<file path="src/design/ctp_pkg.sv">
// Package of the climb, pitch and throttle controller: constants, types and codes.
`timescale 1ns / 1ps
package ctp_pkg;

   localparam int LOOP_FREQ          = 512;
   localparam int MAX_THROTTLE       = 9600;
   localparam int THROTTLE_KD        = 0;
   localparam int PITCH_BIAS         = 0;
   localparam int PITCH_PER_CLIMB    = 5719;
   localparam int THROTTLE_PER_CLIMB = 6554;
   localparam int PITCH_SUM_LIMIT    = 11438;
   localparam int THROTTLE_SUM_LIMIT = 26214;

   localparam int DATA_W     = 32;
   localparam int GAIN_W     = 31;
   localparam int CRUISE_W   = 17;
   localparam int THR_W      = 14;
   localparam int ACC_W      = 36;
   localparam int PROD_W     = 64;
   localparam int DIV_W      = 31;
   localparam int CSR_IDX_W  = 3;
   localparam int CSR_DATA_W = 31;

   // Largest positive throttle sum whose scaled value does not exceed the maximum.
   localparam longint THR_SUM_MAX =
      ((longint'(MAX_THROTTLE) + 64'sd1) * 64'sd65536 - 64'sd1) / longint'(MAX_THROTTLE);

   typedef enum logic [CSR_IDX_W-1:0] {
      CSR_CLIMB_GAIN    = 3'd0,
      CSR_CLIMB_LIMIT   = 3'd1,
      CSR_PITCH_KP      = 3'd2,
      CSR_PITCH_KD      = 3'd3,
      CSR_PITCH_KI      = 3'd4,
      CSR_THROTTLE_KP   = 3'd5,
      CSR_THROTTLE_KI   = 3'd6,
      CSR_BASE_THROTTLE = 3'd7
   } csr_index_type;

   typedef enum logic [1:0] {
      KIND_MANUAL   = 2'd0,
      KIND_ALTITUDE = 2'd1,
      KIND_CLIMB    = 2'd2,
      KIND_OTHER    = 2'd3
   } kind_type;

   typedef struct packed {
      logic [GAIN_W-1:0]   climb_gain;
      logic [GAIN_W-1:0]   climb_limit;
      logic [GAIN_W-1:0]   pitch_kp;
      logic [GAIN_W-1:0]   pitch_kd;
      logic [GAIN_W-1:0]   pitch_ki;
      logic [GAIN_W-1:0]   throttle_kp;
      logic [GAIN_W-1:0]   throttle_ki;
      logic [CRUISE_W-1:0] base_throttle;
   } cfg_type;

   typedef struct packed {
      logic [1:0]               kind;
      logic                     airborne;
      logic signed [DATA_W-1:0] target_altitude;
      logic signed [DATA_W-1:0] climb_request;
      logic [THR_W-1:0]         manual_throttle;
      logic signed [DATA_W-1:0] pitch_feedforward;
      logic signed [DATA_W-1:0] altitude;
      logic signed [DATA_W-1:0] vertical_speed;
   } req_type;

   typedef struct packed {
      logic signed [DATA_W-1:0] pitch_command;
      logic [THR_W-1:0]         throttle_command;
      logic signed [DATA_W-1:0] climb_target;
   } rsp_type;

   typedef enum logic [4:0] {
      OP_NONE,
      OP_MANUAL,
      OP_MUL_ALT,
      OP_SETPOINT,
      OP_ERROR,
      OP_DERR,
      OP_INT_P,
      OP_PPC,
      OP_PKP,
      OP_PKD,
      OP_PKI,
      OP_TPC,
      OP_TKP,
      OP_TKD,
      OP_TACC,
      OP_INT_T,
      OP_TKI,
      OP_TSUM,
      OP_THR_MUL,
      OP_THR_END
   } op_type;

   typedef struct packed {
      op_type op;
      logic   div_start;
      logic   div_throttle;
      logic   out_load;
   } cmd_type;

   typedef struct packed {
      logic div_busy;
      logic out_free;
   } status_type;

endpackage

</file>
<file path="src/design/ctp_ctrl.sv">
// Sequencer that steps the datapath through one control tick.
`timescale 1ns / 1ps
module ctp_ctrl (
   input  logic                clock,
   input  logic                reset,
   input  logic                req_valid,
   input  logic                manual,
   input  ctp_pkg::status_type status,
   output logic                req_ready,
   output ctp_pkg::cmd_type    cmd
);

   typedef enum logic [4:0] {
      S_IDLE, S_MANUAL, S_MUL_ALT, S_SETPOINT, S_ERROR, S_DERR, S_WAIT_P, S_INT_P,
      S_PPC, S_PKP, S_PKD, S_PKI, S_TPC, S_TKP, S_TKD, S_TACC, S_WAIT_T, S_INT_T,
      S_TKI, S_TSUM, S_THR_MUL, S_THR_END, S_OUT
   } state_type;

   state_type state_ff;

   always_ff @(posedge clock) begin
      if (reset) begin
         state_ff <= S_IDLE;
      end else begin
         case (state_ff)
            S_IDLE: begin
               if (req_valid) begin
                  state_ff <= manual ? S_MANUAL : S_MUL_ALT;
               end
            end
            S_MANUAL:   state_ff <= S_OUT;
            S_MUL_ALT:  state_ff <= S_SETPOINT;
            S_SETPOINT: state_ff <= S_ERROR;
            S_ERROR:    state_ff <= S_DERR;
            S_DERR:     state_ff <= S_WAIT_P;
            S_WAIT_P: begin
               if (!status.div_busy) begin
                  state_ff <= S_INT_P;
               end
            end
            S_INT_P:    state_ff <= S_PPC;
            S_PPC:      state_ff <= S_PKP;
            S_PKP:      state_ff <= S_PKD;
            S_PKD:      state_ff <= S_PKI;
            S_PKI:      state_ff <= S_TPC;
            S_TPC:      state_ff <= S_TKP;
            S_TKP:      state_ff <= S_TKD;
            S_TKD:      state_ff <= S_TACC;
            S_TACC:     state_ff <= S_WAIT_T;
            S_WAIT_T: begin
               if (!status.div_busy) begin
                  state_ff <= S_INT_T;
               end
            end
            S_INT_T:    state_ff <= S_TKI;
            S_TKI:      state_ff <= S_TSUM;
            S_TSUM:     state_ff <= S_THR_MUL;
            S_THR_MUL:  state_ff <= S_THR_END;
            S_THR_END:  state_ff <= S_OUT;
            S_OUT: begin
               if (status.out_free) begin
                  state_ff <= S_IDLE;
               end
            end
            default:    state_ff <= S_IDLE;
         endcase
      end
   end

   always_comb begin
      cmd = '{op: ctp_pkg::OP_NONE, div_start: 1'b0, div_throttle: 1'b0, out_load: 1'b0};
      case (state_ff)
         S_MANUAL:   cmd.op = ctp_pkg::OP_MANUAL;
         S_MUL_ALT:  cmd.op = ctp_pkg::OP_MUL_ALT;
         S_SETPOINT: cmd.op = ctp_pkg::OP_SETPOINT;
         S_ERROR: begin
            cmd.op        = ctp_pkg::OP_ERROR;
            cmd.div_start = 1'b1;
         end
         S_DERR:     cmd.op = ctp_pkg::OP_DERR;
         S_INT_P: begin
            cmd.op           = ctp_pkg::OP_INT_P;
            cmd.div_start    = 1'b1;
            cmd.div_throttle = 1'b1;
         end
         S_PPC:      cmd.op = ctp_pkg::OP_PPC;
         S_PKP:      cmd.op = ctp_pkg::OP_PKP;
         S_PKD:      cmd.op = ctp_pkg::OP_PKD;
         S_PKI:      cmd.op = ctp_pkg::OP_PKI;
         S_TPC:      cmd.op = ctp_pkg::OP_TPC;
         S_TKP:      cmd.op = ctp_pkg::OP_TKP;
         S_TKD:      cmd.op = ctp_pkg::OP_TKD;
         S_TACC:     cmd.op = ctp_pkg::OP_TACC;
         S_WAIT_T,
         S_INT_T: begin
            cmd.op           = (state_ff == S_INT_T) ? ctp_pkg::OP_INT_T : ctp_pkg::OP_NONE;
            cmd.div_throttle = 1'b1;
         end
         S_TKI:      cmd.op = ctp_pkg::OP_TKI;
         S_TSUM:     cmd.op = ctp_pkg::OP_TSUM;
         S_THR_MUL:  cmd.op = ctp_pkg::OP_THR_MUL;
         S_THR_END:  cmd.op = ctp_pkg::OP_THR_END;
         S_OUT:      cmd.out_load = status.out_free;
         default:    cmd.op = ctp_pkg::OP_NONE;
      endcase
   end

   assign req_ready = (state_ff == S_IDLE);

`ifndef ASSERT_OFF
   a_start_idle_div: assert property (@(posedge clock) disable iff (reset)
      cmd.div_start |-> !status.div_busy)
      else $error("divider started while busy");
   a_idle_div_done: assert property (@(posedge clock) disable iff (reset)
      state_ff == S_IDLE |-> !status.div_busy)
      else $error("divider still running between ticks");
   a_int_after_wait: assert property (@(posedge clock) disable iff (reset)
      state_ff == S_INT_T |-> $past(state_ff == S_WAIT_T))
      else $error("throttle integrator updated without waiting for its limit");
`endif

endmodule

</file>
<file path="config.mk">
export PLATFORM = sky130hd
export DESIGN_NAME = ctp_ctrl
export DESIGN_NICKNAME = d
export VERILOG_FILES = /design/src/design/ctp_pkg.sv /design/src/design/ctp_ctrl.sv
export SDC_FILE = /design/constraint.sdc
export NUM_CORES = 1
export LEC_CHECK = 0
export CAP_MARGIN = 20
export CORE_AREA = 2 2 41 43
export CTS_CLUSTER_SIZE = 20
export DETAILED_ROUTE_END_ITERATION = 8
export DIE_AREA = 0 0 43 45
export DONT_BUFFER_PORTS = 1
export GPL_ROUTABILITY_DRIVEN = 0
export PLACE_DENSITY = 0.58
export SLEW_MARGIN = 20
export SYNTH_ARGS = -nofsm -noshare
export SYNTH_HDL_FRONTEND = slang
export SYNTH_SLANG_ARGS = --single-unit
</file>
<file path="constraint.sdc">
create_clock -name clock -period 3.3 [get_ports clock]
set_clock_uncertainty 0.2 [all_clocks]
set_input_delay 0.66 -clock clock [delete_from_list [all_inputs] [get_ports clock]]
set_output_delay 0.66 -clock clock [all_outputs]
set_load 0.03 [all_outputs]
</file>
==> impl_results.md, run 1 <==
* Outcome: finished, final reports clean
* Synth warn at 0
* Final TNS setup at 0 ns
* Final Critical Period at 2.85 ns
* Leak at 0.236 nW
* Fmax at 0.351 GHz
* Commonest cells in the synthesized netlist: nand2_1, nor2_1, dfxtp_1
* Mux cell area share after synthesis at 1.88%
* Worst path max stage delay at 0.72 ns
* Sequential share of power at 29.5%
* Place WS at 0.700 ns
* Starting DRC count in detailed routing at 11
* Chip Width at 43 um
* Largest family of logic cells by synthesized area: simple AND/OR/NAND/NOR gates
* Cell Pwr Density at 1000 nW/um2
* Critical Path End Type: output pin
* Cells after DPL at 92
* Largest regs: state_ff x5
* Max clock buf depth at 2
* Largest net degree at the start of global routing at 23
* Clk slew on worst S/H paths at 0.04 ns
* Combinational power share at 59.2%
* Finished Layout Cells at 96
* Area growth syn-to-layout at 0.837%
* Net Count, Synth at 89
* Layout fillers at 155
* Final period util at 86.3%
* CP required at 2.44 ns
* Sw Share at 53.9%
* Overall power at 0.605 mW
* HPWL after DPL at 862 um
* Final Hold Viols at 0
* CTS Buf Count at 3
* Slowest library cell on the worst path: dfxtp_1
* Sink Count at 5
* Number of diodes at 0
* Worst VDD drop at 472 uV
* Fin area at 603 um2
* Net load switching power at 0.326 mW
* Post-place instance area at 577 um2
* Die area at 1940 um2
* # port buffers at 0
* Die height at 45 um
* Worst rel slew slack at 53.9%
* Core ar. at 1470 um2
* Max cap viols at 0
* Routed via count at 564
* # DRC at 0
* Final nets at 87
* Multi-input logic area at 434 um2
* Synth Area in Simple Gates at 41.6%
* Number of buffers added for setup after CTS at 0
* Post-Synth XOR/XNOR Area at 4.39%
* Final setup vio count at 0
* R2R setup slack at 1.05 ns
* # rows at 14
* Kind of critical path: reg2out
* Fraction of the mapped netlist area in compound gates at 24.7%
* Initial Util at 40.6%
* Initial antenna violation count at 0
* Post-synthesis sequential area ratio at 16.7%
* Root Driver: clkbuf_4
* FF+latch count, synth at 5
* H-tree levels at 1
* Pins over their slew limit at 0
* Synth Area in Adders at 0%
* Unique masters post-synth at 43
* Int Pwr at 0.279 mW
* Global-route wire length before repair at 2.12 mm
* Max FO, Critical Path at 20
* # resized after CTS at 0
* Vias/cell at 5.88
* Critical path cell sequence: nor2b_1 -> a21oi_1 -> o221ai_1
* Ys async rst share at 0%
* RSZ-0062 raised after global routing: false
* Final WS setup at 0.451 ns
* Post-synth EDFFs at 0
* Fin util at 41.0%
* WP data arrival at 1.99 ns
* Cells after synthesis at 83
* Share of layout cells above drive strength 1 at 17.5%
* Synth Flop Type: dfxtp_1
* IO Count at 15
* Clock latency on the worst-skew pair at 0.24 ns
* Routed len/inst at 13.4 um
* Mean Syn Cell Area at 7.21 um2
* Setup crit start kind: register
* Remaining Overflow, GRT at 0
* Synth area leaders: dfxtp_1, nand2b_1, buf_6
* Clock network fraction of design power at 11.3%
* Drt first pass iters at 4
* Top cell type's share of synthesized area at 16.7%
* Hold Path Class: in2reg
* CTS tree: built
* Vias in the first global route at 503
* Register area at 100 um2
* Post-DRT Antenna Nets at 0
* Synth area leader: dfxtp_1
* Max FFs per register at 5
* Post-Syn Area at 598 um2
* Transition time of the tightest slew-check pin at 0.704 ns
* Most flop-heavy register: state_ff
* Worst hold slack at 0.295 ns
* Hold buffers post-CTS at 0
* GRT Resource Usage Total at 14.6%
* Routed wire length at 1.28 mm
[cell families after synthesis]
group           Yosys count
flops                     5
xor+xnor                  3
mux                       1
simple gates             42
buf+inv                  11
compound gates           21
[cells in the final DEF (no fill, tap or decap), types with 2 or more instances in the layout]
cell,Yosys,final
nor3_1,4,4
nor2b_1,2,2
nand2b_1,4,4
nor2_1,6,6
a211o_1,2,2
nor4_1,3,3
xor2_1,2,2
o21ai_0,2,2
nand3_1,2,2
nand2_1,6,6
inv_1,2,2
o21ai_1,4,4
nand3b_1,2,2
dfxtp_1,5,5
buf_4,1,2
a21oi_1,4,4
clkbuf_4,0,3
[cell type report]
class | count | share of cell area (%)
Sequential cell | 5 | 16.6
Clock buffer | 4 | 4.36
Inverter | 2 | 1.24
Multi-Input combinational cell | 67 | 72.0
Timing Repair Buffer | 2 | 2.49
Tap cell | 16 | 3.32
[critical path, delay by kind of cell (launching register included)]
| family | cells | cell delay, ns |
|---|---|---|
| AO/OA/AOI/OAI | 2 | 0.69 |
| AND/OR/NAND/NOR | 1 | 0.34 |
| flip-flops | 1 | 0.72 |
[power by group through the flow]
| stage | Clock (mW) | Combinational [mW] | Sequential [mW] |
|---|---|---|---|
| floorplan | 0 | 0.402 | 0.0981 |
| global placement | 0 | 0.359 | 0.177 |
| detailed placement | 0 | 0.359 | 0.178 |
| CTS | 0.0723 | 0.360 | 0.177 |
| global route | 0.0758 | 0.394 | 0.189 |
| finish | 0.0684 | 0.358 | 0.178 |
[final timing paths]
check / startpoint / end / cells past startpoint
worst max-delay path: state_ff[1]$_SDFFE_PP0P_ / cmd[4] / 3
worst min-delay path: reset / state_ff[0]$_SDFFE_PP0P_ / 1
worst max register to register: state_ff[4]$_SDFFE_PP0P_ / state_ff[4]$_SDFFE_PP0P_ / 4
worst min register to register: state_ff[0]$_SDFFE_PP0P_ / state_ff[2]$_SDFFE_PP0P_ / 3
[per-layer routing]
layer	global-route usage, %	share of wire [%]	vias up
li1	-	-	292
met1	18.4	48	258
met2	22.7	46	12
met3	4.40	5.4	2
met4	7.27	0.62	0
met5	0	0	-
No activity file was read; power rests on OpenSTA's default activity.
==> run 2: changes to the inputs <==
- CORE_AREA: 2 2 41 43 -> 2 2 45 47
- DIE_AREA: 0 0 43 45 -> 0 0 47 49
- PLACE_DENSITY: 0.58 -> 0.55
- SETUP_SLACK_MARGIN: unset -> 0.3
==> run 2 against run 1 <==
  * Flip-flop and latch count unchanged
  * Total power increased by 1.8%
  * Cell count increased by 14%
  * Die area increased by 19%
  * Utilization decreased by 6.7 points
  * Setup slack got worse by 0.0095 ns
  * Via count decreased by 0.18%
  * Cell area increased by 4.8%
  * Sequential share of layout area decreased by 0.76 points
  * Highest routed layer is now met3
==> impl_results.md, run 2 (synthesis results as in run 1) <==
* Outcome: finished, final reports clean
* Root Driver: clkbuf_4
* CTS Buf Count at 3
* Critical path cell sequence: inv_1 -> nor3b_1 -> a21oi_1 -> o221ai_1
* Die height at 49 um
* Final Critical Period at 2.86 ns
* Register area at 100 um2
* Worst VDD drop at 336 uV
* Largest regs: state_ff x5
* Global-route wire length before repair at 1.97 mm
* Post-place instance area at 606 um2
* Leak at 0.247 nW
* Area growth syn-to-layout at 5.65%
* GRT Resource Usage Total at 11.2%
* RSZ-0062 raised after global routing: false
* Drt first pass iters at 4
* IO Count at 15
* Most flop-heavy register: state_ff
* Setup crit start kind: register
* Final TNS setup at 0 ns
* Vias/cell at 5.17
* Initial antenna violation count at 0
* Worst path max stage delay at 0.68 ns
* Place WS at 0.708 ns
* Cell Pwr Density at 974 nW/um2
* Critical Path End Type: output pin
* Fin area at 632 um2
* Remaining Overflow, GRT at 0
* Die area at 2300 um2
* Max FFs per register at 5
* Sink Count at 5
* Max cap viols at 0
* Routed via count at 563
* Max clock buf depth at 2
* HPWL after DPL at 925 um
* Hold Path Class: in2reg
* Routed len/inst at 11.6 um
* Clock network fraction of design power at 11.7%
* Most frequent cells in the layout: nand2_1, nor2_1, dfxtp_1
* # resized after CTS at 0
* Hold buffers post-CTS at 0
* Routed wire length at 1.26 mm
* Slowest library cell on the worst path: dfxtp_1
* Final WS setup at 0.442 ns
* Final nets at 89
* Multi-input logic area at 434 um2
* Vias in the first global route at 450
* Layout fillers at 208
* Number of diodes at 0
* H-tree levels at 1
* Final setup vio count at 0
* Final period util at 86.6%
* Worst hold slack at 0.294 ns
* Share of layout cells above drive strength 1 at 19.5%
* Starting DRC count in detailed routing at 13
* Int Pwr at 0.286 mW
* Max FO, Critical Path at 18
* Initial Util at 32.5%
* # port buffers at 0
* Core ar. at 1840 um2
* Transition time of the tightest slew-check pin at 0.725 ns
* Overall power at 0.615 mW
* Number of buffers added for setup after CTS at 0
* # rows at 16
* Pins over their slew limit at 0
* CTS tree: built
* Clock latency on the worst-skew pair at 0.24 ns
* Kind of critical path: reg2out
* Post-DRT Antenna Nets at 0
* Worst rel slew slack at 52.5%
* Sw Share at 53.5%
* Final Hold Viols at 0
* Sequential share of power at 26.2%
* WP data arrival at 2.00 ns
* Combinational power share at 62.1%
* Net load switching power at 0.329 mW
* Chip Width at 47 um
* Largest net degree at the start of global routing at 21
* # DRC at 0
* CP required at 2.44 ns
* Fmax at 0.350 GHz
* Clk slew on worst S/H paths at 0.05 ns
==> run 2: changes by cell type in the layout (fill, tap and decap cells not counted) <==
cell,before,now
buf_4,2,4
==> run 2: final timing paths <==
path                                                from                  endpoint  slack [ns]  cells after the start
worst min register to register  state_ff[3]$_SDFFE_PP0P_  state_ff[3]$_SDFFE_PP0P_        0.55                      2
worst min-delay path                               reset  state_ff[0]$_SDFFE_PP0P_        0.29                      1
worst max-delay path            state_ff[2]$_SDFFE_PP0P_                    cmd[4]        0.44                      4
worst max register to register  state_ff[1]$_SDFFE_PP0P_  state_ff[4]$_SDFFE_PP0P_        1.26                      4
==> run 2: per-stage QoR <==
step | util, % | std cells
global route | 34.3 | 109
global placement | 32.9 | 105
detailed placement | 32.9 | 105
CTS | 34.3 | 109
floorplan | - | 83
finish | 34.3 | 109
==> run 2: cell type report <==
cell class / count / share of cell area, %
Timing Repair Buffer: 4 / 4.75
Sequential cell: 5 / 15.8
Clock buffer: 4 / 4.16
Multi-Input combinational cell: 67 / 68.7
Tap cell: 27 / 5.35
Inverter: 2 / 1.19
==> run 2: critical path, delay by kind of cell (launching register included) <==
family	cells	cell delay, ns
flip-flops	1	0.68
AO/OA/AOI/OAI	2	0.66
AND/OR/NAND/NOR	1	0.22
buffers and inverters	1	0.20
==> run 2: layer usage <==
metal  share of wire [%]  global-route usage (%)
met3                 3.7                    1.85
met2                  46                    16.0
met1                  50                    15.7
met5                   0                       0
met4                   0                    5.56
==> run 2: power groups by stage <==
stage                     clock [mW]  combinational, mW  sequential [mW]
final                         0.0718              0.382            0.161
after global routing          0.0776              0.416            0.173
after CTS                     0.0748              0.386            0.160
after detailed placement           0              0.384            0.162
after global placement             0              0.386            0.162
after floorplan                    0              0.402           0.0981
